==> src/sv/mxd_pkg.sv <==
// ----------------------------------------------------------------------------
// mxd_pkg
// Shared types and fixed-point constants for the mixer / iir4 / dac drive.
// ----------------------------------------------------------------------------
package mxd_pkg;

  localparam int SAMPLE_BITS = 12;
  localparam int DAC_BITS    = 12;
  localparam int FRAC_BITS   = 20;

  localparam int COEF_W   = 24;
  localparam int OFF_W    = 22;
  localparam int CFG_W    = 24;
  localparam int IDX_W    = 3;
  localparam int NUM_GAIN = 7;
  localparam int X_W      = 26;
  localparam int Y_W      = 48;

  // sample to volts: floor(raw * 33 * 2^FRAC_BITS / (10 * (2^SAMPLE_BITS - 1)))
  localparam longint SAMPLE_FULL = (64'd1 << SAMPLE_BITS) - 1;
  localparam longint VOLT_DEN    = 10 * SAMPLE_FULL;
  localparam longint VOLT_NUM    = 64'd33 << FRAC_BITS;
  localparam longint VOLT_INT    = VOLT_NUM / VOLT_DEN;
  localparam longint VOLT_REM    = VOLT_NUM % VOLT_DEN;
  localparam int     VOLT_SH     = 37;
  localparam longint VOLT_RECIP  = ((64'd1 << VOLT_SH) + VOLT_DEN - 1) / VOLT_DEN;
  localparam int     VOLT_W      = 22;
  localparam int     VREM_W      = 21;
  localparam int     VRECIP_W    = 22;
  localparam int     VQP_W       = VREM_W + VRECIP_W;
  localparam int     DIFF_W      = VOLT_W + 1;
  localparam int     MIX_W       = 2 * DIFF_W;

  // volts to code: floor(s * 10 * 2^DAC_BITS / (33 * 2^FRAC_BITS)) for s < 8 V
  localparam int     DAC_IN_W    = FRAC_BITS + 3;
  localparam longint DAC_NUM     = 64'd10 << DAC_BITS;
  localparam longint DAC_DEN     = 64'd33 << FRAC_BITS;
  localparam int     DAC_SH      = 36;
  localparam longint DAC_RECIP   = (((64'd1 << DAC_SH) * DAC_NUM) + DAC_DEN - 1) / DAC_DEN;
  localparam int     DRECIP_W    = 27;
  localparam int     CPROD_W     = DAC_IN_W + DRECIP_W;
  localparam int     CODE_W      = CPROD_W - DAC_SH;
  localparam int     DAC_MAX     = (1 << DAC_BITS) - 1;

  typedef logic signed [COEF_W-1:0] coef_t;
  typedef logic signed [X_W-1:0]    x_t;

  typedef enum logic [IDX_W-1:0] {
    REG_B0     = 3'd0,
    REG_B2     = 3'd1,
    REG_B4     = 3'd2,
    REG_A1     = 3'd3,
    REG_A2     = 3'd4,
    REG_A3     = 3'd5,
    REG_A4     = 3'd6,
    REG_OFFSET = 3'd7
  } reg_idx_t;

  localparam coef_t RST_B0 = 24'sd1049;
  localparam coef_t RST_B2 = -24'sd2097;
  localparam coef_t RST_B4 = 24'sd1049;
  localparam coef_t RST_A1 = 24'sd3319792;
  localparam coef_t RST_A2 = -24'sd4632609;
  localparam coef_t RST_A3 = 24'sd3175088;
  localparam coef_t RST_A4 = -24'sd959447;
  localparam logic [OFF_W-1:0] RST_OFFSET = 22'd1048576;

  typedef struct packed {
    coef_t [NUM_GAIN-1:0] gain;
    logic  [OFF_W-1:0]    offset;
  } cfg_t;

  typedef struct packed {
    logic [SAMPLE_BITS-1:0] sample_a;
    logic [SAMPLE_BITS-1:0] sample_b;
  } in_word_t;

  typedef struct packed {
    logic [DAC_BITS-1:0] dac_code;
    logic                clipped;
  } out_word_t;

endpackage

==> src/sv/mxd_front.sv <==
// ----------------------------------------------------------------------------
// mxd_front
// Input pipeline: samples to volts, offset removal and mixing product.
// ----------------------------------------------------------------------------
module mxd_front (
  input  logic                     clk,
  input  logic                     rst_n,
  input  logic                     in_valid,
  output logic                     in_stall,
  input  mxd_pkg::in_word_t        in_word,
  input  logic [mxd_pkg::OFF_W-1:0] offset,
  output logic                     push,
  output mxd_pkg::x_t              push_x,
  input  logic                     q_full
);
  import mxd_pkg::*;

  logic adv;

  logic s1_v_r, s2_v_r, s3_v_r;

  logic [VOLT_W-1:0] base_a_r, base_b_r;
  logic [VREM_W-1:0] rem_a_r, rem_b_r;

  logic signed [DIFF_W-1:0] diff_a_r, diff_b_r;
  logic signed [MIX_W-1:0]  mix_r;

  logic [VQP_W-1:0]         quo_a_full, quo_b_full;
  logic [VOLT_W-1:0]        volts_a, volts_b;
  logic signed [DIFF_W-1:0] diff_a_nxt, diff_b_nxt;
  logic signed [MIX_W-1:0]  mix_nxt;

  assign adv      = !s3_v_r || !q_full;
  assign in_stall = !adv;
  assign push     = s3_v_r && !q_full;
  assign push_x   = mix_r[MIX_W-1:FRAC_BITS];

  always_comb begin
    quo_a_full = VQP_W'(rem_a_r) * VQP_W'(VOLT_RECIP);
    quo_b_full = VQP_W'(rem_b_r) * VQP_W'(VOLT_RECIP);
    volts_a    = base_a_r + VOLT_W'(quo_a_full[VQP_W-1:VOLT_SH]);
    volts_b    = base_b_r + VOLT_W'(quo_b_full[VQP_W-1:VOLT_SH]);
    diff_a_nxt = $signed({1'b0, volts_a}) - $signed({{(DIFF_W-OFF_W){1'b0}}, offset});
    diff_b_nxt = $signed({1'b0, volts_b}) - $signed({{(DIFF_W-OFF_W){1'b0}}, offset});
    mix_nxt    = diff_a_r * diff_b_r;
  end

  always_ff @(posedge clk) begin
    if (!rst_n) begin
      s1_v_r <= 1'b0;
      s2_v_r <= 1'b0;
      s3_v_r <= 1'b0;
    end else if (adv) begin
      s1_v_r <= in_valid;
      s2_v_r <= s1_v_r;
      s3_v_r <= s2_v_r;
    end
  end

  always_ff @(posedge clk) begin
    if (adv) begin
      base_a_r <= VOLT_W'(in_word.sample_a * VOLT_INT);
      base_b_r <= VOLT_W'(in_word.sample_b * VOLT_INT);
      rem_a_r  <= VREM_W'(in_word.sample_a * VOLT_REM);
      rem_b_r  <= VREM_W'(in_word.sample_b * VOLT_REM);
      diff_a_r <= diff_a_nxt;
      diff_b_r <= diff_b_nxt;
      mix_r    <= mix_nxt;
    end
  end

endmodule

==> config.mk <==
export PLATFORM = sky130hd
export DESIGN_NAME = mxd_front
export DESIGN_NICKNAME = d
export VERILOG_FILES = /design/src/sv/mxd_pkg.sv /design/src/sv/mxd_front.sv
export SDC_FILE = /design/constraint.sdc
export NUM_CORES = 2
export LEC_CHECK = 0
export BUFFER_PORTS_ARGS = -buffer_cell sky130_fd_sc_hd__buf_2
export CORE_ASPECT_RATIO = 1.1
export CORE_UTILIZATION = 39
export DETAILED_ROUTE_END_ITERATION = 10
export PLACE_DENSITY = 0.55
export SLEW_MARGIN = 20
export SYNTH_ARGS = -nofsm -noshare
export SYNTH_HDL_FRONTEND = slang
export SYNTH_SLANG_ARGS = --single-unit
==> constraint.sdc <==
create_clock -name clk -period 10.1 [get_ports clk]
set_clock_uncertainty 0.1 [all_clocks]
set_input_delay 1.01 -clock clk [delete_from_list [all_inputs] [get_ports clk]]
set_output_delay 1.01 -clock clk [all_outputs]
set_load 0.01 [all_outputs]
-- Word-level counts from Yosys, hierarchy flattened
Index checks and enable logic that the tools add are counted.
- latch bits: 0
- bits in registers: 179
- memories: 0
- memory bits (read-only): 0
- memory bits (writable): 0
- input bits: 50
- $add $sub $neg: 4
- divide/modulo/power cells: 0
- equal/unequal tests: 0
- magnitude comparators: 0
- multiply operators: 7
- shift-type cells: 0
- bitwise logic cells: 0
- muxes and demuxes: 0
- reductions and logical operators: 5
- operators with widths (operator ; count):
    $mul A20 B22 Y42 const B ; 2
    $mul A23 B23 Y46 ; 1
    $sub A22 B22 Y23 ; 2
    $add A22 B6 Y22 ; 2
    $mul A12 B10 Y22 const B ; 2
    $mul A12 B8 Y20 const B ; 2
    $logic_not A1 Y1 ; 3
    $logic_and A1 B1 Y1 ; 1
    $logic_or A1 B1 Y1 ; 1

-- Logic depth before layout (Yosys ltp)
- depth after elaboration: 3
- gate-level depth with buffers: 42
- depth with buffers taken out: 41

-- Least setup slack after synthesis
No wires, ideal clock.
- path kind: register to register
- from: reg rem_a_r[4]
- to: reg diff_a_r[22], data pin
- setup slack: 1183 ps
- data required time: 9735 ps
- library setup time: 265 ps
- cell stages (with the launch flop): 41
- buffers on the path: 1
- data arrival time: 8552 ps
- cell sequence: edfxtp_1 inv_1 ha_1 fa_1 fa_1 inv_1 ha_1 fa_1 fa_1 inv_1 fa_1 inv_1 ha_1 a21o_1 a21o_1 a21o_1 a221o_1 o31ai_1 [... 5 more ...] nor2b_1 o21ai_1 nand2b_1 a21o_1 a21o_1 and3_1 and3_1 clkbuf_1 xor2_1 ha_1 nor2_1 nand2_1 o21ai_0 a311oi_1 nor2_1 a211o_1 o21ai_1 a31oi_1
- cells in the longest elaborated chain, start to end: 3
- RTL lines (what ; RTL line ; RTL):
    start, declared ; mxd_front.sv:23 ; logic [VREM_W-1:0] rem_a_r, rem_b_r;
    start signal, assigned ; mxd_front.sv:64 ; rem_a_r <= VREM_W'(in_word.sample_a * VOLT_REM);
    $mul A20 B22 Y42 ; mxd_front.sv:39 ; quo_a_full = VQP_W'(rem_a_r) * VQP_W'(VOLT_RECIP);
    $add A22 B6 Y22 ; mxd_front.sv:41 ; volts_a = base_a_r + VOLT_W'(quo_a_full[VQP_W-1:VOLT_SH]);
    $sub A22 B22 Y23 ; mxd_front.sv:43 ; diff_a_nxt = $signed({1'b0, volts_a}) - $signed({{(DIFF_W-OFF_W){1'b0}}, offset});
    named net diff_a_nxt[22] ; mxd_front.sv:30 ; logic signed [DIFF_W-1:0] diff_a_nxt, diff_b_nxt;
    end signal, assigned ; mxd_front.sv:66 ; diff_a_r <= diff_a_nxt;
    end, declared ; mxd_front.sv:25 ; logic signed [DIFF_W-1:0] diff_a_r, diff_b_r;
The timed path passes the listed nets, and every way through them passes these cells.
A chain may end at the register's enable or synchronous reset.

-- Final worst setup path
- from: reg rem_b_r[10]
- to: reg diff_b_r[21], data pin
- cells in the longest elaborated chain, start to end: 3
- RTL lines (what ; RTL line ; RTL):
    start, declared ; mxd_front.sv:23 ;
    start signal, assigned ; mxd_front.sv:65 ; rem_b_r <= VREM_W'(in_word.sample_b * VOLT_REM);
    $mul A20 B22 Y42 ; mxd_front.sv:40 ; quo_b_full = VQP_W'(rem_b_r) * VQP_W'(VOLT_RECIP);
    $add A22 B6 Y22 ; mxd_front.sv:42 ; volts_b = base_b_r + VOLT_W'(quo_b_full[VQP_W-1:VOLT_SH]);
    $sub A22 B22 Y23 ; mxd_front.sv:44 ; diff_b_nxt = $signed({1'b0, volts_b}) - $signed({{(DIFF_W-OFF_W){1'b0}}, offset});
    named net diff_b_nxt[21] ; mxd_front.sv:30 ;
    end signal, assigned ; mxd_front.sv:67 ; diff_b_r <= diff_b_nxt;
    end, declared ; mxd_front.sv:25 ;
The timed path passes the listed nets, and every way through them passes these cells.

==> summary.md <==
| Metric | Value |
|---|---|
| Crit path max-delay family | `adder cells` |
| Initial Util | `0.393` |
| Final Core Density | `0.421` |
| Most used cell, CP | `fa_1` |
| Synth Area in XOR/XNOR | `0.0357` |
| Syn Nets | `between 6,000 and 7,000` |
| Place WS | `322 ps` |
| Worst EP arrival | `between 9000 and 10,000 ps` |
| Sequential fraction of the synthesis area | `0.101` |
| Largest family of logic cells by synthesized area | `adder cells` |
| CP max-delay cell | `fa_1` |
| Hold WC Path Type | `reg -> reg` |
| Core ar. | `approximately 120,000 sq um` |
| Simple-gate area share of the yosys netlist | `0.0879` |
| Cell count of the worst reg-to-reg path | `40` |
| CP Max Fanout | `5` |
| Post-route ant nets | `0` |
| Ys flop type | `edfxtp_1` |
| Critical Path RT | `just over 10,000 ps` |
| Number of synthesized flops with an enable pin | `between 150 and 200` |
| Vias per cell | `about 4.8` |
| Violated checks | `DRC` |
| Async set-or-reset flop fraction in the synthesized netlist | `0` |
| Residual DRC | `8` |
| Final setup margin | `roughly 600 ps` |
| Iteration-0 DRC Markers | `about 1,300` |
| Largest stage delay, worst path | `620 ps` |
| First-pass GRT wire length | `180 mm` |
| Post-synthesis adder-cell area fraction | `0.615` |
| CTS clk-pin slew, worst paths | `~70 ps` |
| GRT overflow | `0` |
| Port Buffers | `between 70 and 80` |
| Tot GR Track Use | `0.199` |
| Io pins | `78` |
| Final instance area | `approximately 50,000 sq um` |
| Max-cap violations | `0` |
| Hold Fails Final Rpt | `0` |
| Buf+Inv Stages, Crit Path | `7` |
| Hold path cells | `2` |
| DRT Wirelength | `~110 mm` |
| H-tree lvl count | `4` |
| Number of cells produced by synthesis | `4,536` |
| Placed cell areas | `approximately 48,000 sq um` |
| # hold bufs at CTS | `0` |
| Vias in the first global route | `around 33,000` |
| Gpl congestion | `0.899` |
| Maximum clock rate | `about 0.11 GHz` |
| Critical path class | `reg -> reg` |
| Die X | `approximately 330 microns` |
| Die height | `approximately 360 microns` |
| Initial antenna violation count | `6` |
| Final setup TNS | `0 ps` |
| Synth warn | `0` |
| Layout cells sized above 1 | `0.0467` |
| Largest net degree at the start of global routing | `78` |
| Critical Path Source Type | `register` |
| Minimum clock period | `approximately 9500 ps` |
| WL/cell | `18.2 microns` |
| Post-DP HPWL | `97.9 mm` |
| Max-slew violation count | `0` |
| DRT Pass-1 Iters | `9` |
| Clock Sinks | `roughly 160` |
| Via Count | `29,700` |
| CTS tree | `yes` |
| WP depth | `40` |
| Avg Cell Area, Syn | `10.1 sq um` |
| Area delta synth->final | `6.95%` |
| Die area | `between 100,000 and 150,000 sq um` |
| Synth Area in Compound Gates | `0.0494` |
| Root buffer cell | `clkbuf_16` |
| Layout net count | `between 6,000 and 7,000` |
| Worst Setup End Kind | `register` |
| Post-synthesis mux area share | `0.000219` |
| Tcrit/Tclk final | `0.941` |
| Syn Std Cell Area | `about 46,000 sq um` |
| # setup viols final | `0` |
| Total CTS buffers | `17` |
| Clock Path Buffers | `2` |
| Register bit total from synthesis | `approximately 160` |
| Slew Limit Headroom | `0.242` |
| Unique cell type count in the Yosys netlist | `67` |
| Rows | `~130` |
| Skew-Pair Late Insertion Delay | `around 510 ps` |
| Outcome | `finished, violations left` |
| Worst-margin pin slew | `around 1100 ps` |
flip-flops by register name (all words and copies together) (netlist names):
| register | count |
|---|---|
| mix_r | 26 |
| diff_a_r | 23 |
| diff_b_r | 23 |
| base_a_r | 22 |
| base_b_r | 22 |
| rem_a_r | 18 |
| rem_b_r | 18 |
| s1_v_r | 1 |
| s2_v_r | 1 |
| s3_v_r | 1 |
cells in the mapped netlist (16+ instances only):
cell type / number / area (sq um)
nand2b_1: 36 / 225
edfxtp_1: 152 / 4560
xnor2_1: 137 / 1200
nor2b_1: 17 / 106
nand3_1: 34 / 170
clkbuf_1: 94 / 353
fa_1: 946 / 18900
and3_1: 22 / 138
o21ai_0: 50 / 250
a21oi_1: 94 / 470
a21o_1: 58 / 435
nor2_1: 87 / 327
nand4_1: 16 / 100
xor2_1: 49 / 429
nand2_1: 401 / 1510
and2_1: 173 / 1080
o21a_1: 17 / 128
ha_1: 729 / 9120
nor3_1: 30 / 150
inv_1: 1249 / 4690
area by class of cell:
type / instances / area (sq um)
tap: 1529 / 1910
sequential: 155 / 4620
multi-input combinational: 3038 / 36000
timing repair buffer: 152 / 948
inverter: 1249 / 4690
antenna: 3 / 7.51
clock buffer: 17 / 425
fill: 11400 / 67200
clock inverter: 15 / 171
path summary, 6_finish.rpt:
kind                from            to  slack (ps)
max          rem_b_r[10]  diff_b_r[21]         600
max reg2reg  rem_b_r[10]  diff_b_r[21]         600
min               s1_v_r        s1_v_r         360
min reg2reg       s1_v_r        s1_v_r         360
layer usage:
layer / up-vias / track usage / share of wire
met4: 8 / 0.0617 / 0.030
met5: - / 0 / 0.00041
li1: 14000 / - / -
met1: 15100 / 0.261 / 0.45
met3: 132 / 0.0218 / 0.035
met2: 498 / 0.342 / 0.49
worst reg2reg max path, delay by kind of cell, from the launching register on:
kind	cells	cell delay, ps
buffers and inverters	7	640
AND/OR/NAND/NOR	7	1520
AO/OA/AOI/OAI	13	2080
adder cells (fa/ha/maj)	11	4250
flip-flops	1	430
XOR/XNOR	2	350
stage by stage:
| step | hold slack, ps | cells |
|---|---|---|
| 3_5_place_dp | 357 | 6111 |
| 4_1_cts | 369 | 6143 |
| 2_1_floorplan | 341 | 4536 |
| 6_report | 365 | 6158 |
| 3_3_place_gp | 354 | 6111 |
| 5_1_grt | 393 | 6157 |
cell usage in the layout, fill, tap and decap left out, drive strengths merged, types with 36 or more instances in the layout:
cell type | synthesis | routed
inv | 1249 | 1259
fa | 946 | 946
ha | 729 | 729
nand2 | 401 | 401
and2 | 173 | 173
edfxtp | 152 | 152
buf | 0 | 152
xnor2 | 137 | 137
a21oi | 95 | 95
nor2 | 87 | 87
o21ai | 60 | 60
a21o | 58 | 58
xor2 | 49 | 49
nand2b | 36 | 36
logic make-up after synthesis:
kind of cell,count (synthesis)
buffers and inverters,1343
XOR/XNOR,186
adder cells (fa/ha/maj),1675
multiplexers,1
AND/OR/NAND/NOR,845
AO/OA/AOI/OAI,331
flip-flops,155
repair_timing:
| action | CTS | global route |
|---|---|---|
| setup buffers | 0 | 12 |
| setup endpoints to repair | 0 | 13 |
| resized for setup | 0 | 15 |
Power is not shown: default switching activity piles up to over one toggle a cycle in this logic, so the estimate is an artifact.
