<file path="config.mk">
export PLATFORM = sky130hd
export DESIGN_NAME = mxd_fifo
export DESIGN_NICKNAME = d
export VERILOG_FILES = /design/src/sv/mxd_pkg.sv /design/src/sv/mxd_fifo.sv
export SDC_FILE = /design/constraint.sdc
export NUM_CORES = 1
export LEC_CHECK = 0
export BUFFER_PORTS_ARGS = -buffer_cell sky130_fd_sc_hd__buf_2
export CAP_MARGIN = 20
export CORE_ASPECT_RATIO = 2
export CORE_MARGIN = 5
export CORE_UTILIZATION = 40
export CTS_CLUSTER_SIZE = 12
export DETAILED_ROUTE_END_ITERATION = 10
export GPL_ROUTABILITY_DRIVEN = 1
export PLACE_DENSITY_LB_ADDON = 0.25
export SETUP_SLACK_MARGIN = 0.05
export SLEW_MARGIN = 25
export SYNTH_ARGS = -nofsm -noshare
export SYNTH_HDL_FRONTEND = slang
export SYNTH_SLANG_ARGS = --single-unit
</file>
<file path="constraint.sdc">
create_clock -name clk -period 3.65 [get_ports clk]
set_clock_uncertainty 0.05 [all_clocks]
set_input_delay 0.1825 -clock clk [delete_from_list [all_inputs] [get_ports clk]]
set_output_delay 0.1825 -clock clk [all_outputs]
set_load 0.02 [all_outputs]
</file>
<file path="src/sv/mxd_pkg.sv">
// ----------------------------------------------------------------------------
// mxd_pkg
// Shared types and fixed-point constants for the mixer / iir4 / dac drive.
// ----------------------------------------------------------------------------
package mxd_pkg;

  localparam int SAMPLE_BITS = 12;
  localparam int DAC_BITS    = 12;
  localparam int FRAC_BITS   = 20;

  localparam int COEF_W   = 24;
  localparam int OFF_W    = 22;
  localparam int CFG_W    = 24;
  localparam int IDX_W    = 3;
  localparam int NUM_GAIN = 7;
  localparam int X_W      = 26;
  localparam int Y_W      = 48;

  // sample to volts: floor(raw * 33 * 2^FRAC_BITS / (10 * (2^SAMPLE_BITS - 1)))
  localparam longint SAMPLE_FULL = (64'd1 << SAMPLE_BITS) - 1;
  localparam longint VOLT_DEN    = 10 * SAMPLE_FULL;
  localparam longint VOLT_NUM    = 64'd33 << FRAC_BITS;
  localparam longint VOLT_INT    = VOLT_NUM / VOLT_DEN;
  localparam longint VOLT_REM    = VOLT_NUM % VOLT_DEN;
  localparam int     VOLT_SH     = 37;
  localparam longint VOLT_RECIP  = ((64'd1 << VOLT_SH) + VOLT_DEN - 1) / VOLT_DEN;
  localparam int     VOLT_W      = 22;
  localparam int     VREM_W      = 21;
  localparam int     VRECIP_W    = 22;
  localparam int     VQP_W       = VREM_W + VRECIP_W;
  localparam int     DIFF_W      = VOLT_W + 1;
  localparam int     MIX_W       = 2 * DIFF_W;

  // volts to code: floor(s * 10 * 2^DAC_BITS / (33 * 2^FRAC_BITS)) for s < 8 V
  localparam int     DAC_IN_W    = FRAC_BITS + 3;
  localparam longint DAC_NUM     = 64'd10 << DAC_BITS;
  localparam longint DAC_DEN     = 64'd33 << FRAC_BITS;
  localparam int     DAC_SH      = 36;
  localparam longint DAC_RECIP   = (((64'd1 << DAC_SH) * DAC_NUM) + DAC_DEN - 1) / DAC_DEN;
  localparam int     DRECIP_W    = 27;
  localparam int     CPROD_W     = DAC_IN_W + DRECIP_W;
  localparam int     CODE_W      = CPROD_W - DAC_SH;
  localparam int     DAC_MAX     = (1 << DAC_BITS) - 1;

  typedef logic signed [COEF_W-1:0] coef_t;
  typedef logic signed [X_W-1:0]    x_t;

  typedef enum logic [IDX_W-1:0] {
    REG_B0     = 3'd0,
    REG_B2     = 3'd1,
    REG_B4     = 3'd2,
    REG_A1     = 3'd3,
    REG_A2     = 3'd4,
    REG_A3     = 3'd5,
    REG_A4     = 3'd6,
    REG_OFFSET = 3'd7
  } reg_idx_t;

  localparam coef_t RST_B0 = 24'sd1049;
  localparam coef_t RST_B2 = -24'sd2097;
  localparam coef_t RST_B4 = 24'sd1049;
  localparam coef_t RST_A1 = 24'sd3319792;
  localparam coef_t RST_A2 = -24'sd4632609;
  localparam coef_t RST_A3 = 24'sd3175088;
  localparam coef_t RST_A4 = -24'sd959447;
  localparam logic [OFF_W-1:0] RST_OFFSET = 22'd1048576;

  typedef struct packed {
    coef_t [NUM_GAIN-1:0] gain;
    logic  [OFF_W-1:0]    offset;
  } cfg_t;

  typedef struct packed {
    logic [SAMPLE_BITS-1:0] sample_a;
    logic [SAMPLE_BITS-1:0] sample_b;
  } in_word_t;

  typedef struct packed {
    logic [DAC_BITS-1:0] dac_code;
    logic                clipped;
  } out_word_t;

endpackage

</file>
<file path="src/sv/mxd_fifo.sv">
// ----------------------------------------------------------------------------
// mxd_fifo
// Two-entry queue of mixed products between front and filter engine.
// ----------------------------------------------------------------------------
module mxd_fifo (
  input  logic        clk,
  input  logic        rst_n,
  input  logic        push,
  input  mxd_pkg::x_t push_x,
  output logic        full,
  input  logic        pop,
  output mxd_pkg::x_t pop_x,
  output logic        avail
);
  import mxd_pkg::*;

  x_t         mem_r [2];
  logic       wr_ptr_r, rd_ptr_r;
  logic [1:0] count_r;

  assign full  = (count_r == 2'd2);
  assign avail = (count_r != 2'd0);
  assign pop_x = mem_r[rd_ptr_r];

  always_ff @(posedge clk) begin
    if (!rst_n) begin
      wr_ptr_r <= 1'b0;
      rd_ptr_r <= 1'b0;
      count_r  <= 2'd0;
    end else begin
      if (push) wr_ptr_r <= !wr_ptr_r;
      if (pop)  rd_ptr_r <= !rd_ptr_r;
      if (push && !pop)      count_r <= count_r + 2'd1;
      else if (pop && !push) count_r <= count_r - 2'd1;
    end
  end

  always_ff @(posedge clk) begin
    if (push) mem_r[wr_ptr_r] <= push_x;
  end

endmodule

</file>
# Word-level counts from Yosys, hierarchy flattened
# Memory sizes are Yosys's and may differ from the RTL's. A register that Yosys moved wholly into a read port is not among the register bits.
# Index checks and enable logic that the tools add are counted.
# totals
register_bits	4
latch_bits	0
mem_bits_rw	52
rom_bits	0
input_bits	30
output_inout_bits	28
memories	1
# classes
addsub	2
n_mul	0
div_mod_pow	0
magnitude_cmp	0
n_eq_ne	1
shifts	0
muxes	6
n_bitwise	0
n_reduce_logical	8
# mem_list
name	words	word_bits	read_ports	rd_ports_with_merged_regs	wr	line	source
mem_r	2	26	1	1	1	mxd_fifo.sv:17	x_t mem_r [2];
# ops
operator	n
1-bit logical NOT	4
1-bit two-way mux	4
2-bit two-way mux	2
2-bit nonzero test	2
2-bit by 1-bit adder with 2-bit output (second input constant)	1
2-bit equality test (second input constant)	1
1-bit logical AND	2
2-bit by 1-bit subtractor with 2-bit output (second input constant)	1

# Depth between registers and ports, before layout
# Gate-level depths: netlist (run 1).
# logic_depth
ltp_word	4
ltp_mapped	5
depth_no_buf	5

# Worst setup path before layout (run 1)
# No wires, ideal clock.
# synth_timing
kind	flip-flop to flip-flop
from	register wr_ptr_r
to	memory mem_r[0][0] (netlist bit), enable pin
arrival_time_ns	1.515
t_required_ns	3.187
path_slack_ns	1.672
path_stages_with_launch	2
path_buffers	0
cell_sequence	dfxtp_1 > nor2b_1
# synth_rtl
element	line	source
from (decl)	mxd_fifo.sv:18	logic wr_ptr_r, rd_ptr_r;
from (signal assigned)	mxd_fifo.sv:31	if (push) wr_ptr_r <= !wr_ptr_r;
to (decl)	mxd_fifo.sv:17	
# No word-level cell before the write port.

==> results of run 1 <==
logic make-up after synthesis:
kind of cell,count (synthesis),synth area share (%)
compound gates,3,0.9519
xor+xnor,3,1.249
fa+ha+maj,1,0.5948
buf+inv,4,1.487
flops,57,79.00
mux,26,13.92
simple gates,9,2.796
path summary, 6_finish.rpt:
path / to / slack (ps) / cells after the start
hold reg to reg: count_r[1]$_SDFFE_PN0P_ / 460 / 2
setup / recovery: pop_x[13] / 1810 / 2
setup reg to reg: mem_r[1][2]$_DFFE_PP_ / 2250 / 1
hold / removal: register / 80 / 2
what timing repair did:
| action | 4_1_cts | 5_1_grt |
|---|---|---|
| endpoints found under the setup margin | 0 | 0 |
| hold buffers | 26 | 0 |
| endpoints found under the hold margin | 52 | 0 |
registers in the layout, summed over array words and instances, names as in the netlist, named ones only:
register	flops
count_r	2
mem_r	52
rd_ptr_r	1
wr_ptr_r	1
area by class of cell:
| cell class | instances | area share (%) |
|---|---|---|
| Clock buffer | 15 | 5.125 |
| Inverter | 1 | 0.1314 |
| Multi-Input combinational cell | 42 | 14.50 |
| Timing Repair Buffer | 84 | 19.36 |
| Sequential cell | 57 | 58.21 |
| Clock inverter | 1 | 0.1314 |
| Tap cell | 58 | 2.541 |
cell usage after synthesis (all sizes together):
cell	number
a21boi	1
or2	1
and2	4
o21ai	1
nor2b	2
o21a	1
ha	1
buf	3
inv	1
xor2	2
xnor2	1
dfxtp	5
edfxtp	52
or3	1
and2b	1
mux2	26
layer usage:
layer / GRT usage [%] / wire length [um] / vias to the layer above
met5: 0 / 0 / -
met4: 6.078 / 72 / 0
met3: 5.639 / 224 / 7
met2: 21.78 / 2225 / 38
met1: 12.42 / 1340 / 599
li1: - / - / 579
stage by stage:
step | std cells | setup WS [ps] | power (W) | hold WS (ps)
2_1_floorplan | 103 | 1672 | 0.0008961 | 231.4
3_3_place_gp | 216 | 1730 | 0.0009527 | 321.4
3_5_place_dp | 216 | 2102 | 0.0009602 | 323.7
4_1_cts | 258 | 1733 | 0.001450 | 51.31
5_1_grt | 258 | 1704 | 0.001490 | 66.42
6_report | 258 | 1807 | 0.001414 | 75.37
where the power goes:
part	internal, W	switching [W]
clock network	0.000245	0.000205
logic	0.0000938	0.0000949
registers	0.000753	0.0000216
total	0.00109	0.000322
==> out/metrics.yaml, run 1 <==
run_status:
  outcome: "finished clean"
layout:
  final_cell_mix: "buf_2 (57), edfxtp_1 (52), mux2_2 (26), dlygate4sd3_1 (26), clkbuf_8 (9)"
  register_area_um2: 1663
  antenna_cells: 0
  final_nets: 226
  fin_area_um2: 2856
  layout-drive-gt1-share_pct: 49.00
  multiInputGateArea_um2: 414.1
  final_common_cell: "buf_2"
  areaGrowthSynthToFinish_pct: 35.81
  fill_cells: 437
  final_util_pct: 55.59
clock_network:
  cts_root_buf: "clkbuf_8"
  path_clk_slew_ps: 50
  cts_resized: 0
  insertion_delay_ps: 320
  clkSinkCount: 57
  numCtsBuffers: 9
  clockBufferDepth: 2
  htreeDepth: 3
  tritoncts: "done"
  cts_setup_buffers: 0
floorplan:
  fp-row-count: 37
  die_w_um: 61.28
  start_util_pct: 40.93
  core_area_um2: 5139
  io-pin-count: 58
  dieArea_um2: 6897
  die_h_um: 112.6
drt:
  drtAntennaViolNets: 0
  wl_per_cell_um: 14.97
  vias: 1223
  drt-total-wl_um: 3862
  routed_via_density: 4.740
  drc: 0
  drtIter0Drc: 22
  dr.pass1.iters: 4
place:
  port_buffers: 57
  place_congestion: 0.5997
  postPlaceCellArea_um2: 2446
  dp_hpwl_um: 2569
timing:
  relSlewSlack_pct: 56.84
  fmax_ghz: 0.5427
  tns_ps: 0
  rsz0062_at_grt: "false"
  fin_crit_sh_pct: 50.49
  worstMarginPinSlew_ps: 647.4
  hold_viol: 0
  min_period_ps: 1843
  setup_viol: 0
  finalMaxSlewViolations: 0
power:
  max-vdd-ir-drop_mv: 0.3457
  p_leak_nw: 1.102
  p_per_area_nw_per_um2: 495.1
worst_setup_path:
  crit_family: "flip-flops"
  crit_chain: "mux2_2, buf_2"
  critPathLaunchType: "register"
  end_kind: "output port"
  cp.arrival_ps: 1610
  critPathBufInv: 1
  crit_fanout: 26
  path_class: "reg2out"
  critPathMaxStageDelay_ps: 710
  r2r_start: "wr_ptr_r$_SDFFE_PN0P_"
  cp.required_ps: 3420
  cp_slowest_cell: "dfxtp_2"
synthesis:
  yosysWarnings: 0
  syn_inst: 103
  ys_types: 17
  ys_seq_area_share_pct: 79.00
  syn_nets: 134
  synth_top_area_share_pct: 74.24
  ys_ff_latch: 57
  synth_area_per_cell_um2: 20.42
  synth.area.top_cells: "edfxtp_1 (74%), mux2_2 (14%), dfxtp_1 (4.8%)"
  yosysTopAreaCell: "edfxtp_1"
  syn_area_um2: 2103
global_route:
  grt_usage_pct: 12.76
  antenna_found_initial: 0
  grt_start_max_net_pins: 27
  grt.overflow.total: 0
  grt_pass1_wl_um: 6196
  grt_pass1_vias: 1369
run:
  drv_cap: 0
min_path:
  hold_start: "rst_n"
  hold_path_class: "in2reg"
(Power assumes the default switching activity.)
==> inputs of run 2 (changes only) <==
clock period = 1.68 ns   (was 3.65 ns; I/O delays follow)
==> run 2 against run 1 <==
Flip-flop and latch count unchanged. Utilization up 1.7 points. Cell area up 3.1%. Combinational power up 140%. Cell count up 2.3%. Clock power rose to 2.6 times the previous value. Count of clock-buffer cells in the layout down 3. Worst hold slack better by 3.4 ps. Critical endpoint is now pop_x[19]. Highest routed layer unchanged.
==> out/metrics.yaml, run 2 (synthesized netlist as in run 1, its figures left out) <==
timing:
  relSlewSlack_pct: 83.73  # +27 points
  hold_viol: 0  # unchanged
  finalMaxSlewViolations: 0  # unchanged
  holdWs_ps: 78.73  # +3.352 ps
  rsz0062_at_grt: "false"
  fmax_ghz: 0.6453
  layout_setup_ws_ps: 130.4  # -1677 ps
  worstMarginPinSlew_ps: 244.0  # -403.3 ps
  min_period_ps: 1550
  tns_ps: 0  # unchanged
  fin_crit_sh_pct: 92.24
  setup_viol: 0  # unchanged
floorplan:
  die_h_um: 112.6  # unchanged
  fp-row-count: 37  # unchanged
  start_util_pct: 40.93  # unchanged
  die_w_um: 61.28  # unchanged
  dieArea_um2: 6897  # unchanged
  io-pin-count: 58  # unchanged
  core_area_um2: 5139  # unchanged
power:
  pwr-share-clk_pct: 36.1  # +4.2 points
  p_per_area_nw_per_um2: 1124  # +130%
  p_int_w: 0.002569  # +140%
  p_sw_share_pct: 22.37  # -0.38 points
  pwr-share-comb_pct: 13.8  # +0.5 points
  seq_power_share_pct: 50.2  # -4.6 points
  max-vdd-ir-drop_mv: 0.9736  # +180%
  p_leak_nw: 1.156  # +4.9%
  p_switching_w: 0.0007404  # +130%
drt:
  wl_per_cell_um: 15.32  # +2.3%
  drc: 0  # unchanged
  drtIter0Drc: 12  # -45%
  wl_met3_um: 225  # +0.45%
  vias: 1216  # -0.57%
  route.met2.wl_um: 2276  # +2.3%
  drt-total-wl_um: 4044  # +4.7%
  topRoutingLayerUsed: "met4"
  dr.pass1.iters: 4  # unchanged
  drtAntennaViolNets: 0  # unchanged
  routed_via_density: 4.606  # -2.8%
  drt-met1-wl_um: 1489  # +11%
worst_setup_path:
  crit_cells: 3  # +1
  end_kind: "output port"
  ff2ff_path_depth: 2  # +1
  critPathBufInv: 2  # +1
  crit_family: "buffers and inverters"
  cp.arrival_ps: 1420  # -190 ps
  rrSetupSlack_ps: 530  # -1720 ps
  cp.required_ps: 1550  # -1870 ps
  cp_slowest_cell: "mux2_2"
  path_class: "reg2out"
  crit_chain: "buf_6, mux2_2, buf_2"
  critPathMaxStageDelay_ps: 380  # -330 ps
  critPathLaunchType: "register"
  crit_fanout: 18  # -31%
layout:
  final_common_cell: "buf_2"
  final_nets: 232  # +2.7%
  areaGrowthSynthToFinish_pct: 39.98
  top_regs: "mem_r x52, count_r x2"
  largest-register: "mem_r"
  final_cells: 264  # +2.3%
  final_cell_mix: "buf_2 (57), edfxtp_1 (52), dlygate4sd3_1 (27), mux2_2 (26), clkbuf_8 (10)"
  layout-drive-gt1-share_pct: 50.97  # +2.0 points
  largest_reg_flops: 52  # unchanged
  antenna_cells: 0  # unchanged
place:
  dp.cells: 221  # +2.3%
  dp_hpwl_um: 2795  # +8.8%
  port_buffers: 57  # unchanged
  place_congestion: 0.6377  # +6.3%
  pre_cts_slack_ps: 403.0  # -1699 ps
clock_network:
  htreeDepth: 3  # unchanged
  numCtsBuffers: 9  # unchanged
  cts_setup_buffers: 0  # unchanged
  clockBufferDepth: 2  # unchanged
  tritoncts: "done"
  cts_root_buf: "clkbuf_8"
  insertion_delay_ps: 310  # about the same
  clkSinkCount: 57  # unchanged
  path_clk_slew_ps: 60  # about the same
global_route:
  grt_pass1_vias: 1358  # -0.80%
  grt_pass1_wl_um: 6472  # +4.5%
  grt.overflow.total: 0  # unchanged
  grt_start_max_net_pins: 19  # -30%
  antenna_found_initial: 0  # unchanged
  grt_usage_pct: 13.15  # +0.40 points
min_path:
  hold_path_class: "in2reg"
  min_path_cells: 3  # +1
run:
  drv_cap: 0  # unchanged
run_status:
  outcome: "finished clean"
## run 2: changes by cell type in the layout (fill, tap and decap cells not counted), sizes merged
cell,before,now
buf,58,63
clkbuf,15,12
clkinv,1,3
bufinv,0,1
dlygate4sd3,26,27
## run 2: final cells by class
| class | count | area [um2] |
|---|---|---|
| fillers | 418 | 2195 |
| flip-flops and latches | 57 | 1662 |
| repair buffers | 90 | 604.3 |
| multi-input cells | 42 | 412.9 |
| clock buffers | 12 | 145.1 |
| well taps | 58 | 72.57 |
| clock inverters | 4 | 43.79 |
| inverters | 1 | 3.754 |
## run 2: tightest hold or removal path, stage by stage
cell and delay, ps:
buf_2 110, nor2b_1 50, o21a_1 160
## run 2: power by group through the flow
stage          clock network (W)  registers, W  logic, W
2_1_floorplan                  0       0.00168  0.000266
3_3_place_gp                   0       0.00168  0.000400
3_5_place_dp                   0       0.00169  0.000412
4_1_cts                  0.00124       0.00166  0.000465
5_1_grt                  0.00132       0.00167  0.000494
6_report                 0.00119       0.00166  0.000455
## run 2: metrics by stage
step           utilization (%)  cell area (um2)  power (W)
2_1_floorplan                -             2106   0.001947
3_5_place_dp             48.28             2481   0.002102
5_1_grt                  57.29             2944   0.003478
6_report                 57.29             2944   0.003309
4_1_cts                  57.29             2944   0.003362
3_3_place_gp             48.28             2481   0.002084
## run 2: final timing paths
kind,end,from
worst max-delay path,pop_x[19],register
worst min-delay path,wr_ptr_r$_SDFFE_PN0P_,push
worst max register to register,mem_r[1][10]$_DFFE_PP_,wr_ptr_r$_SDFFE_PN0P_
worst min register to register,count_r[1]$_SDFFE_PN0P_,count_r[1]$_SDFFE_PN0P_
## run 2: layer usage
layer / up-vias / global-route usage (%)
met3: 4 / 5.178
met2: 39 / 22.28
met1: 583 / 13.82
met4: 0 / 5.499
li1: 590 / -
met5: - / 0
## run 2: timing repair
item	CTS	global route
hold buffers	27	0
hold endpoints to repair	57	0
endpoints found under the setup margin	1	0
resized for setup	1	0
