`config.mk`:
```
export PLATFORM = sky130hd
export DESIGN_NAME = mxd_back
export DESIGN_NICKNAME = d
export VERILOG_FILES = /design/src/sv/mxd_pkg.sv /design/src/sv/mxd_back.sv
export SDC_FILE = /design/constraint.sdc
export NUM_CORES = 2
export LEC_CHECK = 0
export ABC_CLOCK_PERIOD_IN_PS = 25400
export CAP_MARGIN = 10
export CORE_MARGIN = 4
export CORE_UTILIZATION = 41
export CTS_CLUSTER_SIZE = 14
export DETAILED_ROUTE_END_ITERATION = 6
export DONT_BUFFER_PORTS = 1
export PLACE_DENSITY = 0.54
export SKIP_LAST_GASP = 1
export SYNTH_ARGS = -nofsm -noshare
export SYNTH_HDL_FRONTEND = slang
export SYNTH_SLANG_ARGS = --single-unit
```
`constraint.sdc`:
```
create_clock -name clk -period 25.4 [get_ports clk]
set_input_delay 2.54 -clock clk [delete_from_list [all_inputs] [get_ports clk]]
set_output_delay 2.54 -clock clk [all_outputs]
set_load 0.01 [all_outputs]
```
`src/sv/mxd_pkg.sv`:
```
// ----------------------------------------------------------------------------
// mxd_pkg
// Shared types and fixed-point constants for the mixer / iir4 / dac drive.
// ----------------------------------------------------------------------------
package mxd_pkg;

  localparam int SAMPLE_BITS = 12;
  localparam int DAC_BITS    = 12;
  localparam int FRAC_BITS   = 20;

  localparam int COEF_W   = 24;
  localparam int OFF_W    = 22;
  localparam int CFG_W    = 24;
  localparam int IDX_W    = 3;
  localparam int NUM_GAIN = 7;
  localparam int X_W      = 26;
  localparam int Y_W      = 48;

  // sample to volts: floor(raw * 33 * 2^FRAC_BITS / (10 * (2^SAMPLE_BITS - 1)))
  localparam longint SAMPLE_FULL = (64'd1 << SAMPLE_BITS) - 1;
  localparam longint VOLT_DEN    = 10 * SAMPLE_FULL;
  localparam longint VOLT_NUM    = 64'd33 << FRAC_BITS;
  localparam longint VOLT_INT    = VOLT_NUM / VOLT_DEN;
  localparam longint VOLT_REM    = VOLT_NUM % VOLT_DEN;
  localparam int     VOLT_SH     = 37;
  localparam longint VOLT_RECIP  = ((64'd1 << VOLT_SH) + VOLT_DEN - 1) / VOLT_DEN;
  localparam int     VOLT_W      = 22;
  localparam int     VREM_W      = 21;
  localparam int     VRECIP_W    = 22;
  localparam int     VQP_W       = VREM_W + VRECIP_W;
  localparam int     DIFF_W      = VOLT_W + 1;
  localparam int     MIX_W       = 2 * DIFF_W;

  // volts to code: floor(s * 10 * 2^DAC_BITS / (33 * 2^FRAC_BITS)) for s < 8 V
  localparam int     DAC_IN_W    = FRAC_BITS + 3;
  localparam longint DAC_NUM     = 64'd10 << DAC_BITS;
  localparam longint DAC_DEN     = 64'd33 << FRAC_BITS;
  localparam int     DAC_SH      = 36;
  localparam longint DAC_RECIP   = (((64'd1 << DAC_SH) * DAC_NUM) + DAC_DEN - 1) / DAC_DEN;
  localparam int     DRECIP_W    = 27;
  localparam int     CPROD_W     = DAC_IN_W + DRECIP_W;
  localparam int     CODE_W      = CPROD_W - DAC_SH;
  localparam int     DAC_MAX     = (1 << DAC_BITS) - 1;

  typedef logic signed [COEF_W-1:0] coef_t;
  typedef logic signed [X_W-1:0]    x_t;

  typedef enum logic [IDX_W-1:0] {
    REG_B0     = 3'd0,
    REG_B2     = 3'd1,
    REG_B4     = 3'd2,
    REG_A1     = 3'd3,
    REG_A2     = 3'd4,
    REG_A3     = 3'd5,
    REG_A4     = 3'd6,
    REG_OFFSET = 3'd7
  } reg_idx_t;

  localparam coef_t RST_B0 = 24'sd1049;
  localparam coef_t RST_B2 = -24'sd2097;
  localparam coef_t RST_B4 = 24'sd1049;
  localparam coef_t RST_A1 = 24'sd3319792;
  localparam coef_t RST_A2 = -24'sd4632609;
  localparam coef_t RST_A3 = 24'sd3175088;
  localparam coef_t RST_A4 = -24'sd959447;
  localparam logic [OFF_W-1:0] RST_OFFSET = 22'd1048576;

  typedef struct packed {
    coef_t [NUM_GAIN-1:0] gain;
    logic  [OFF_W-1:0]    offset;
  } cfg_t;

  typedef struct packed {
    logic [SAMPLE_BITS-1:0] sample_a;
    logic [SAMPLE_BITS-1:0] sample_b;
  } in_word_t;

  typedef struct packed {
    logic [DAC_BITS-1:0] dac_code;
    logic                clipped;
  } out_word_t;

endpackage

```
`src/sv/mxd_back.sv`:
```
// ----------------------------------------------------------------------------
// mxd_back
// Filter engine: shared multiply-accumulate over eleven terms, output
// saturation, volts to dac code conversion and output register.
// ----------------------------------------------------------------------------
module mxd_back (
  input  logic               clk,
  input  logic               rst_n,
  input  mxd_pkg::cfg_t      cfg,
  input  logic               q_avail,
  input  mxd_pkg::x_t        q_x,
  output logic               pop,
  output logic               out_valid,
  input  logic               out_stall,
  output mxd_pkg::out_word_t out_word
);
  import mxd_pkg::*;

  localparam int OP_W   = Y_W - FRAC_BITS;
  localparam int MUL_W  = COEF_W + OP_W;
  localparam int ACC_W  = MUL_W + 2;
  localparam int TOT_W  = ACC_W + 1;
  localparam int S_W    = Y_W + 1;

  typedef enum logic [5:0] {
    B_IDLE  = 6'b000001,
    B_MAC   = 6'b000010,
    B_DRAIN = 6'b000100,
    B_SUM   = 6'b001000,
    B_CONV  = 6'b010000,
    B_FIN   = 6'b100000
  } back_state_t;

  typedef enum logic [3:0] {
    ST_B0  = 4'd0,
    ST_B2  = 4'd1,
    ST_B4  = 4'd2,
    ST_A1H = 4'd3,
    ST_A2H = 4'd4,
    ST_A3H = 4'd5,
    ST_A4H = 4'd6,
    ST_A1L = 4'd7,
    ST_A2L = 4'd8,
    ST_A3L = 4'd9,
    ST_A4L = 4'd10
  } mac_step_t;

  back_state_t state_r, state_nxt;
  mac_step_t   step_r;

  x_t                    x_r;
  x_t                    ph_r [4];
  logic signed [Y_W-1:0] oh_r [4];

  logic signed [MUL_W-1:0] prod_r;
  logic                    prod_v_r, prod_hi_r;
  logic signed [ACC_W-1:0] hi_acc_r, lo_acc_r;
  logic signed [Y_W-1:0]   y_r;
  logic [CPROD_W-1:0]      cprod_r;
  logic                    neg_r, over_r;

  logic                    out_valid_r;
  out_word_t               out_word_r;

  coef_t                   mul_c;
  logic signed [OP_W-1:0]  mul_op;
  logic                    mul_hi;
  logic signed [MUL_W-1:0] prod_nxt;

  logic signed [ACC_W-1:0] lo_shift;
  logic signed [TOT_W-1:0] total;
  logic signed [Y_W-1:0]   y_nxt;

  logic signed [S_W-1:0]   drive;
  logic [CPROD_W-1:0]      cprod_nxt;
  logic [CODE_W-1:0]       code_full;
  out_word_t               out_nxt;
  logic                    load;

  assign out_valid = out_valid_r;
  assign out_word  = out_word_r;
  assign pop       = (state_r == B_IDLE) && q_avail;
  assign load      = (state_r == B_FIN) && (!out_valid_r || !out_stall);

  // operand select for the shared multiplier
  always_comb begin
    mul_c  = '0;
    mul_op = '0;
    mul_hi = 1'b0;
    case (step_r)
      ST_B0: begin
        mul_c  = cfg.gain[REG_B0];
        mul_op = {{(OP_W-X_W){x_r[X_W-1]}}, x_r};
      end
      ST_B2: begin
        mul_c  = cfg.gain[REG_B2];
        mul_op = {{(OP_W-X_W){ph_r[1][X_W-1]}}, ph_r[1]};
      end
      ST_B4: begin
        mul_c  = cfg.gain[REG_B4];
        mul_op = {{(OP_W-X_W){ph_r[3][X_W-1]}}, ph_r[3]};
      end
      ST_A1H: begin
        mul_c  = cfg.gain[REG_A1];
        mul_op = oh_r[0][Y_W-1:FRAC_BITS];
        mul_hi = 1'b1;
      end
      ST_A2H: begin
        mul_c  = cfg.gain[REG_A2];
        mul_op = oh_r[1][Y_W-1:FRAC_BITS];
        mul_hi = 1'b1;
      end
      ST_A3H: begin
        mul_c  = cfg.gain[REG_A3];
        mul_op = oh_r[2][Y_W-1:FRAC_BITS];
        mul_hi = 1'b1;
      end
      ST_A4H: begin
        mul_c  = cfg.gain[REG_A4];
        mul_op = oh_r[3][Y_W-1:FRAC_BITS];
        mul_hi = 1'b1;
      end
      ST_A1L: begin
        mul_c  = cfg.gain[REG_A1];
        mul_op = {{(OP_W-FRAC_BITS){1'b0}}, oh_r[0][FRAC_BITS-1:0]};
      end
      ST_A2L: begin
        mul_c  = cfg.gain[REG_A2];
        mul_op = {{(OP_W-FRAC_BITS){1'b0}}, oh_r[1][FRAC_BITS-1:0]};
      end
      ST_A3L: begin
        mul_c  = cfg.gain[REG_A3];
        mul_op = {{(OP_W-FRAC_BITS){1'b0}}, oh_r[2][FRAC_BITS-1:0]};
      end
      ST_A4L: begin
        mul_c  = cfg.gain[REG_A4];
        mul_op = {{(OP_W-FRAC_BITS){1'b0}}, oh_r[3][FRAC_BITS-1:0]};
      end
      default: begin
        mul_c  = '0;
        mul_op = '0;
        mul_hi = 1'b0;
      end
    endcase
    prod_nxt = mul_c * mul_op;
  end

  // fold the two sums, floor shift and saturate
  always_comb begin
    lo_shift = lo_acc_r >>> FRAC_BITS;
    total    = $signed({hi_acc_r[ACC_W-1], hi_acc_r}) + $signed({lo_shift[ACC_W-1], lo_shift});
    if (total[TOT_W-1] && !(&total[TOT_W-2:Y_W-1])) begin
      y_nxt = {1'b1, {(Y_W-1){1'b0}}};
    end else if (!total[TOT_W-1] && (|total[TOT_W-2:Y_W-1])) begin
      y_nxt = {1'b0, {(Y_W-1){1'b1}}};
    end else begin
      y_nxt = total[Y_W-1:0];
    end
  end

  // dac code
  always_comb begin
    drive     = $signed({y_r[Y_W-1], y_r}) + $signed({{(S_W-OFF_W){1'b0}}, cfg.offset});
    cprod_nxt = CPROD_W'(drive[DAC_IN_W-1:0]) * CPROD_W'(DAC_RECIP);
    code_full = cprod_r[CPROD_W-1:DAC_SH];
    if (neg_r) begin
      out_nxt.dac_code = '0;
      out_nxt.clipped  = 1'b1;
    end else if (over_r || (code_full > CODE_W'(DAC_MAX))) begin
      out_nxt.dac_code = DAC_BITS'(DAC_MAX);
      out_nxt.clipped  = 1'b1;
    end else begin
      out_nxt.dac_code = code_full[DAC_BITS-1:0];
      out_nxt.clipped  = 1'b0;
    end
  end

  always_comb begin
    state_nxt = state_r;
    case (state_r)
      B_IDLE:  if (q_avail) state_nxt = B_MAC;
      B_MAC:   if (step_r == ST_A4L) state_nxt = B_DRAIN;
      B_DRAIN: state_nxt = B_SUM;
      B_SUM:   state_nxt = B_CONV;
      B_CONV:  state_nxt = B_FIN;
      B_FIN:   if (load) state_nxt = B_IDLE;
      default: state_nxt = B_IDLE;
    endcase
  end

  always_ff @(posedge clk) begin
    if (!rst_n) begin
      state_r     <= B_IDLE;
      step_r      <= ST_B0;
      prod_v_r    <= 1'b0;
      out_valid_r <= 1'b0;
      for (int i = 0; i < 4; i++) begin
        ph_r[i] <= '0;
        oh_r[i] <= '0;
      end
    end else begin
      state_r <= state_nxt;
      if (state_r == B_MAC) begin
        step_r   <= mac_step_t'(step_r + 4'd1);
        prod_v_r <= 1'b1;
      end else begin
        step_r   <= ST_B0;
        prod_v_r <= 1'b0;
      end
      if (state_r == B_SUM) begin
        for (int i = 3; i > 0; i--) begin
          ph_r[i] <= ph_r[i-1];
          oh_r[i] <= oh_r[i-1];
        end
        ph_r[0] <= x_r;
        oh_r[0] <= y_nxt;
      end
      if (load) begin
        out_valid_r <= 1'b1;
      end else if (!out_stall) begin
        out_valid_r <= 1'b0;
      end
    end
  end

  always_ff @(posedge clk) begin
    if (pop) begin
      x_r      <= q_x;
      hi_acc_r <= '0;
      lo_acc_r <= '0;
    end else if (prod_v_r) begin
      if (prod_hi_r) begin
        hi_acc_r <= hi_acc_r + $signed({{(ACC_W-MUL_W){prod_r[MUL_W-1]}}, prod_r});
      end else begin
        lo_acc_r <= lo_acc_r + $signed({{(ACC_W-MUL_W){prod_r[MUL_W-1]}}, prod_r});
      end
    end
    prod_r    <= prod_nxt;
    prod_hi_r <= mul_hi;
    if (state_r == B_SUM) y_r <= y_nxt;
    if (state_r == B_CONV) begin
      cprod_r <= cprod_nxt;
      neg_r   <= drive[S_W-1];
      over_r  <= !drive[S_W-1] && (|drive[S_W-2:DAC_IN_W]);
    end
    if (load) out_word_r <= out_nxt;
  end

endmodule

```
## Word level (Yosys, flattened, before mapping)

Memories as Yosys holds them, arrays and structs flattened.
Index checks and enable logic that the tools add are counted.

| storage, ports and cells | value |
|---|---|
| bits in registers | 311 |
| memory bits (writable) | 296 |
| bits of input ports | 220 |
| output and inout port bits | 15 |
| logic and storage cells | 104 |
| memories | 2 |

| operators by class | value |
|---|---|
| add/subtract/negate cells | 5 |
| $mul | 2 |
| $lt $le $gt $ge | 1 |
| eq/ne operators | 20 |
| muxes and demuxes | 25 |
| bitwise operators | 9 |
| reduce and logical (&&, ||, !) cells | 25 |

Memory list:

| name | depth | bits a word | read ports | clocked after Yosys merged registers in | wr ports | line | text |
|---|---|---|---|---|---|---|---|
| oh_r | 4 | 48 | 4 | 0 | 4 | mxd_back.sv:53 | `logic signed [Y_W-1:0] oh_r [4];` |
| ph_r | 4 | 26 | 4 | 0 | 4 | mxd_back.sv:52 | `x_t ph_r [4];` |

Operators with widths:

| kind | count |
|---|---|
| case mux 28 bit (11 select lines) | 1 |
| 2-to-1 mux 48 bit | 6 |
| case mux 24 bit (7 select lines) | 1 |
| adder 54 x 52 -> 54 bit | 2 |
| 2-to-1 mux 26 bit | 4 |
| adder 54 x 34 -> 55 bit | 1 |
| multiplier 24 x 28 -> 52 bit | 1 |
| adder 48 x 23 -> 49 bit | 1 |
| multiplier 23 x 26 -> 49 bit (second input constant) | 1 |
| case mux 6 bit (6 select lines) | 1 |
| OR reduction 25 bit | 1 |
| 2-to-1 mux 6 bit | 3 |
| equality test 4 x 3 -> 1 bit (second input constant) | 4 |
| greater-than comparator 14 x 12 -> 1 bit (second input constant) | 1 |
| 2-to-1 mux 13 bit | 1 |
| equality test 4 bit (second input constant) | 3 |
| equality test 4 x 2 -> 1 bit (second input constant) | 2 |
| 2-to-1 mux 1 bit | 8 |
| OR 1 bit | 8 |
| OR reduction 2 bit | 4 |
| AND reduction 7 bit | 1 |
| OR reduction 7 bit | 1 |
| equality test 6 x 1 -> 1 bit (second input constant) | 1 |
| equality test 6 x 2 -> 1 bit (second input constant) | 1 |
| 16 further kinds | 29 |

## Logic depth before layout (Yosys ltp)

| depth | value |
|---|---|
| depth after elaboration | 6 |
| depth in mapped cells | 39 |
| depth with buffers taken out | 38 |

## Least setup slack after synthesis

Ideal clock, no wire load.

| path | value |
|---|---|
| path kind | input -> register |
| from | input port cfg[0] (netlist bit) |
| to | register cprod_r[48] (data pin) |
| setup time | 0.258 ns |
| data arrival time | 10.925 ns |
| required time | 25.142 ns |
| setup slack | 14.218 ns |
| stages on the path | 37 |
| path buffers | 1 |
| path through | ha_1 > inv_1 > fa_1 > nand2b_1 > a21oi_1 > o2111ai_1 > a211oi_1 > a221o_1 > a41oi_1 > a21oi_1 > clkbuf_1 > xor2_1 > ha_1 > inv_1 > ha_1 > nand2b_1 > fa_1 > inv_1 > fa_1 > fa_1 > fa_1 > inv_1 > fa_1 > fa_1 > ha_1 > a21oi_1 > o221ai_1 > a2111oi_0 > o21ai_0 > a31o_2 > a21oi_1 > a211oi_1 > o21a_1 > o21ai_0 > nand2b_1 > a21oi_1 > xnor2_1 |

| between the ends | value |
|---|---|
| word-level cells in the longest chain between the ends | 2 |

RTL lines:

| what | line | text |
|---|---|---|
| start: declaration | mxd_back.sv:9 | `input mxd_pkg::cfg_t cfg,` |
| adder 48 x 23 -> 49 bit | mxd_back.sv:163 | `drive = $signed({y_r[Y_W-1], y_r}) + $signed({{(S_W-OFF_W){1'b0}}, cfg.offset});` |
| multiplier 23 x 26 -> 49 bit | mxd_back.sv:164 | `cprod_nxt = CPROD_W'(drive[DAC_IN_W-1:0]) * CPROD_W'(DAC_RECIP);` |
| net cprod_nxt[48] | mxd_back.sv:75 | `logic [CPROD_W-1:0] cprod_nxt;` |
| end signal: assignment | mxd_back.sv:242 | `cprod_r <= cprod_nxt;` |
| end: declaration | mxd_back.sv:59 | `logic [CPROD_W-1:0] cprod_r;` |

The timed path passes the listed nets, and every way through them passes these cells.
A chain may end at the register's enable or synchronous reset.

## Worst setup path after layout

| path | value |
|---|---|
| from | input port cfg[1] (netlist bit) |
| to | register cprod_r[48] (data pin) |

Same word-level chain as after synthesis.

==> out/metrics.csv <==
metric;value;unit
Clk Latency, worst-skew pair;0.68;ns
Routed WL;198000;um
Ys Warns;0;
HP Class;reg -> reg;
CP endpoint kind;flop;
main combinational cell family by area after synthesis;adder cells;
Worst path depth;34;
Hold Fails Final Rpt;0;
area share of xor/xnor cells in the synthesized design;3.14;%
cts repair resizes;0;
global-route wire length before repair;302000;um
CP delay by family, top;compound AO/OA/AOI/OAI gates;
cell taking the most area after synthesis;fa_1;
worst hold path cell count;2;
row cnt;145;
initial antenna violation count;10;
Slew HR;9.29;%
Register-to-Register Path Depth;34;
worst slew pin tran;1.35;ns
cell with the most instances after synthesis;inv_1;
Post-Synthesis Cell Area;64600;um2
post-layout util;44.1;%
layout cells sized above 1;4.00;%
CTS Buf Count;66;
status;complete, but fails checks;
H-tree levels;3;
failing checks;DRC;
Pre-antenna DRT Iters;7;
Yosys cell types;82;
die height;405;um
setup violators final;0;
1st-iter DRT viols;3953;
DRT antenna net count;0;
Post-Synth Adder-Cell Area;38.4;%
Compound-Gate Fraction of Synth Area;12.3;%
CP bufs+invs;4;
Crit path required time;25.78;ns
drt wl/cell;22.7;um
vias per cell;5.51;
achievable frequency;0.0871;GHz
syn_nets;8425;
Worst-path clk slew;0.06;ns
Fill cells;15200;
dpl hpwl;154000;um
GRT Resource Usage Total;24.1;%
core area;156000;um2
gr ovfl total;0;
gp weighted congestion;0.908;
worst-path maximum fanout;5;
#FFs+latches synth;572;
clock sink count;572;
synth top area cells;fa_1 (28%), edfxtp_1 (19%), ha_1 (11%);
crit path DAT;11.86;ns
Post-Syn Area per Cell;9.56;um2
Syn Inst Count;6756;
multiplexer share of the synthesized area;0.296;%
Async S/R FF share, synth;0;%
register area share after synthesis;23.9;%
Clock Tree Buf Depth;3;
CTS tree;built;
largest net degree at the start of global routing;258;
number of global-route vias before repair;48900;
number of max-cap violations;0;
Worst Clk Skew;0.0642;ns
number of flops mapped to enable cells by yosys;399;
CP Class;in -> reg;
Simple-Gate Fraction of Synth Area;14.0;%
Synth top cells by count;inv_1 (1034), fa_1 (892), nand2_1 (866), ha_1 (557), a21oi_1 (406);
slowest stage cell on the critical path;a41oi_1;
Buffers on Ports;0;
setup_tns;0;ns
Residual DRC;9;
initial core utilization;41.3;%
CP dominant cell by count;fa_1;
Worst setup SP type;primary input;
Tmin final;11.48;ns
I/O pins;235;
area grow syn2layout;6.78;%
ys flop type;edfxtp_1;
slowest stage delay, CP;0.61;ns
Final nets;8265;
Final Cycle Share;45.2;%
Die X;405;um
cts hold-fix bufs;0;
Multi-input gate area;44200;um2
RSZ-0062 raised after global routing;false;
Seq. cell area;15400;um2
clk root buf;clkbuf_16;
setup bufs post-CTS;0;
final max-slew violation count;0;
share of the synthesized area in the top cell type;27.6;%
die area;164000;um2
via count;48000;
[routing by layer]
metal	wire [um]	vias up	part of all wire (%)	track usage, %
met4	4740	8	2.4	5.77
met3	10800	209	5.4	3.26
li1	-	22200	-	-
met5	148	-	0.075	0.803
met1	87200	24300	44	33.2
met2	94900	1293	48	40.2
[cell usage in the layout, fill, tap and decap left out, types with 10 or more instances in the layout]
| cell | count |
|---|---|
| nand2_1 | 865 |
| a221oi_1 | 38 |
| xnor2_1 | 151 |
| or3_1 | 11 |
| buf_4 | 82 |
| o21ai_0 | 149 |
| a22oi_1 | 110 |
| a222oi_1 | 32 |
| inv_1 | 1033 |
| a211oi_1 | 38 |
| o211ai_1 | 15 |
| nand3_1 | 95 |
| fa_1 | 892 |
| dfxtp_1 | 173 |
| nor3b_1 | 10 |
| nand2b_1 | 26 |
| nor2b_1 | 46 |
| xor2_1 | 81 |
| nor3_1 | 46 |
| a22o_1 | 19 |
| edfxtp_1 | 399 |
| nand4_1 | 40 |
| a21oi_2 | 10 |
| ha_1 | 557 |
| a21oi_1 | 406 |
| clkbuf_16 | 66 |
| or2_2 | 24 |
| nor2_1 | 292 |
| a21o_1 | 177 |
| a31o_2 | 11 |
| o31ai_1 | 11 |
| and3_1 | 290 |
| mux2i_1 | 18 |
| and2_1 | 122 |
| o21a_1 | 29 |
| a31oi_1 | 36 |
| o21bai_1 | 31 |
| clkinv_2 | 11 |
[area by class of cell]
type                            count  area share [%]
Multi-Input combinational cell   4837            64.0
Timing Repair Buffer               84           0.950
Sequential cell                   572            22.4
Clock inverter                     46           0.798
Inverter                         1035            5.63
Clock buffer                       74            2.47
Tap cell                         2058            3.73
Antenna cell                        9          0.0326
[logic make-up (layout without fill, tap and decap cells)]
family / after synthesis / count (layout)
buffers and inverters: 1347 / 1239
other: 0 / 9
muxes: 19 / 19
adders and majority gates: 1449 / 1449
xor gates and xnor gates: 232 / 232
AOI/OAI and AO/OA: 1209 / 1209
and+or+nand+nor: 1928 / 1928
DFF: 572 / 572
[per-stage QoR]
| step | hold WS (ns) | setup slack [ns] | area, um2 | instances |
|---|---|---|---|---|
| 2_1_floorplan | 0.436 | 14.22 | 64600 | 6756 |
| 3_3_place_gp | 0.443 | 13.31 | 66700 | 8586 |
| 3_5_place_dp | 0.450 | 13.25 | 66700 | 8586 |
| 4_1_cts | 0.458 | 13.93 | 69000 | 8706 |
| 5_1_grt | 0.479 | 13.14 | 69000 | 8711 |
| 6_report | 0.455 | 13.92 | 69000 | 8715 |
[sequential cells by signal, summed over array words and instances (netlist names)]
signal     cells
cprod_r       14
hi_acc_r      54
lo_acc_r      54
neg_r          1
oh_r         192
out_valid      1
out_word      13
over_r         1
ph_r         104
prod_hi_r      1
prod_r        52
prod_v_r       1
state_r        6
step_r         4
x_r           26
y_r           48
[path summary, 6_finish.rpt]
check,start,slack [ns],endpoint
setup / recovery,cfg[1],13.92,cprod_r[48]$_DFFE_PP_
setup reg to reg,step_r[2]$_SDFF_PN0_,14.10,prod_r[51]$_DFF_P_
hold reg to reg,lo_acc_r[14]$_SDFFE_PP0P_,0.46,lo_acc_r[14]$_SDFFE_PP0P_
hold / removal,lo_acc_r[14]$_SDFFE_PP0P_,0.46,lo_acc_r[14]$_SDFFE_PP0P_
[worst register-to-register path: cells and delay by family, from the launching register on]
family                   cells  cell delay (ns)
adder cells (fa/ha/maj)      8             3.85
XOR/XNOR                     1             0.13
buffers and inverters        8             1.35
AO/OA/AOI/OAI               10             3.38
AND/OR/NAND/NOR              7             2.18
flip-flops                   1             0.30
Power is not shown: default switching activity piles up to over one toggle a cycle in this logic, so the estimate is an artifact.
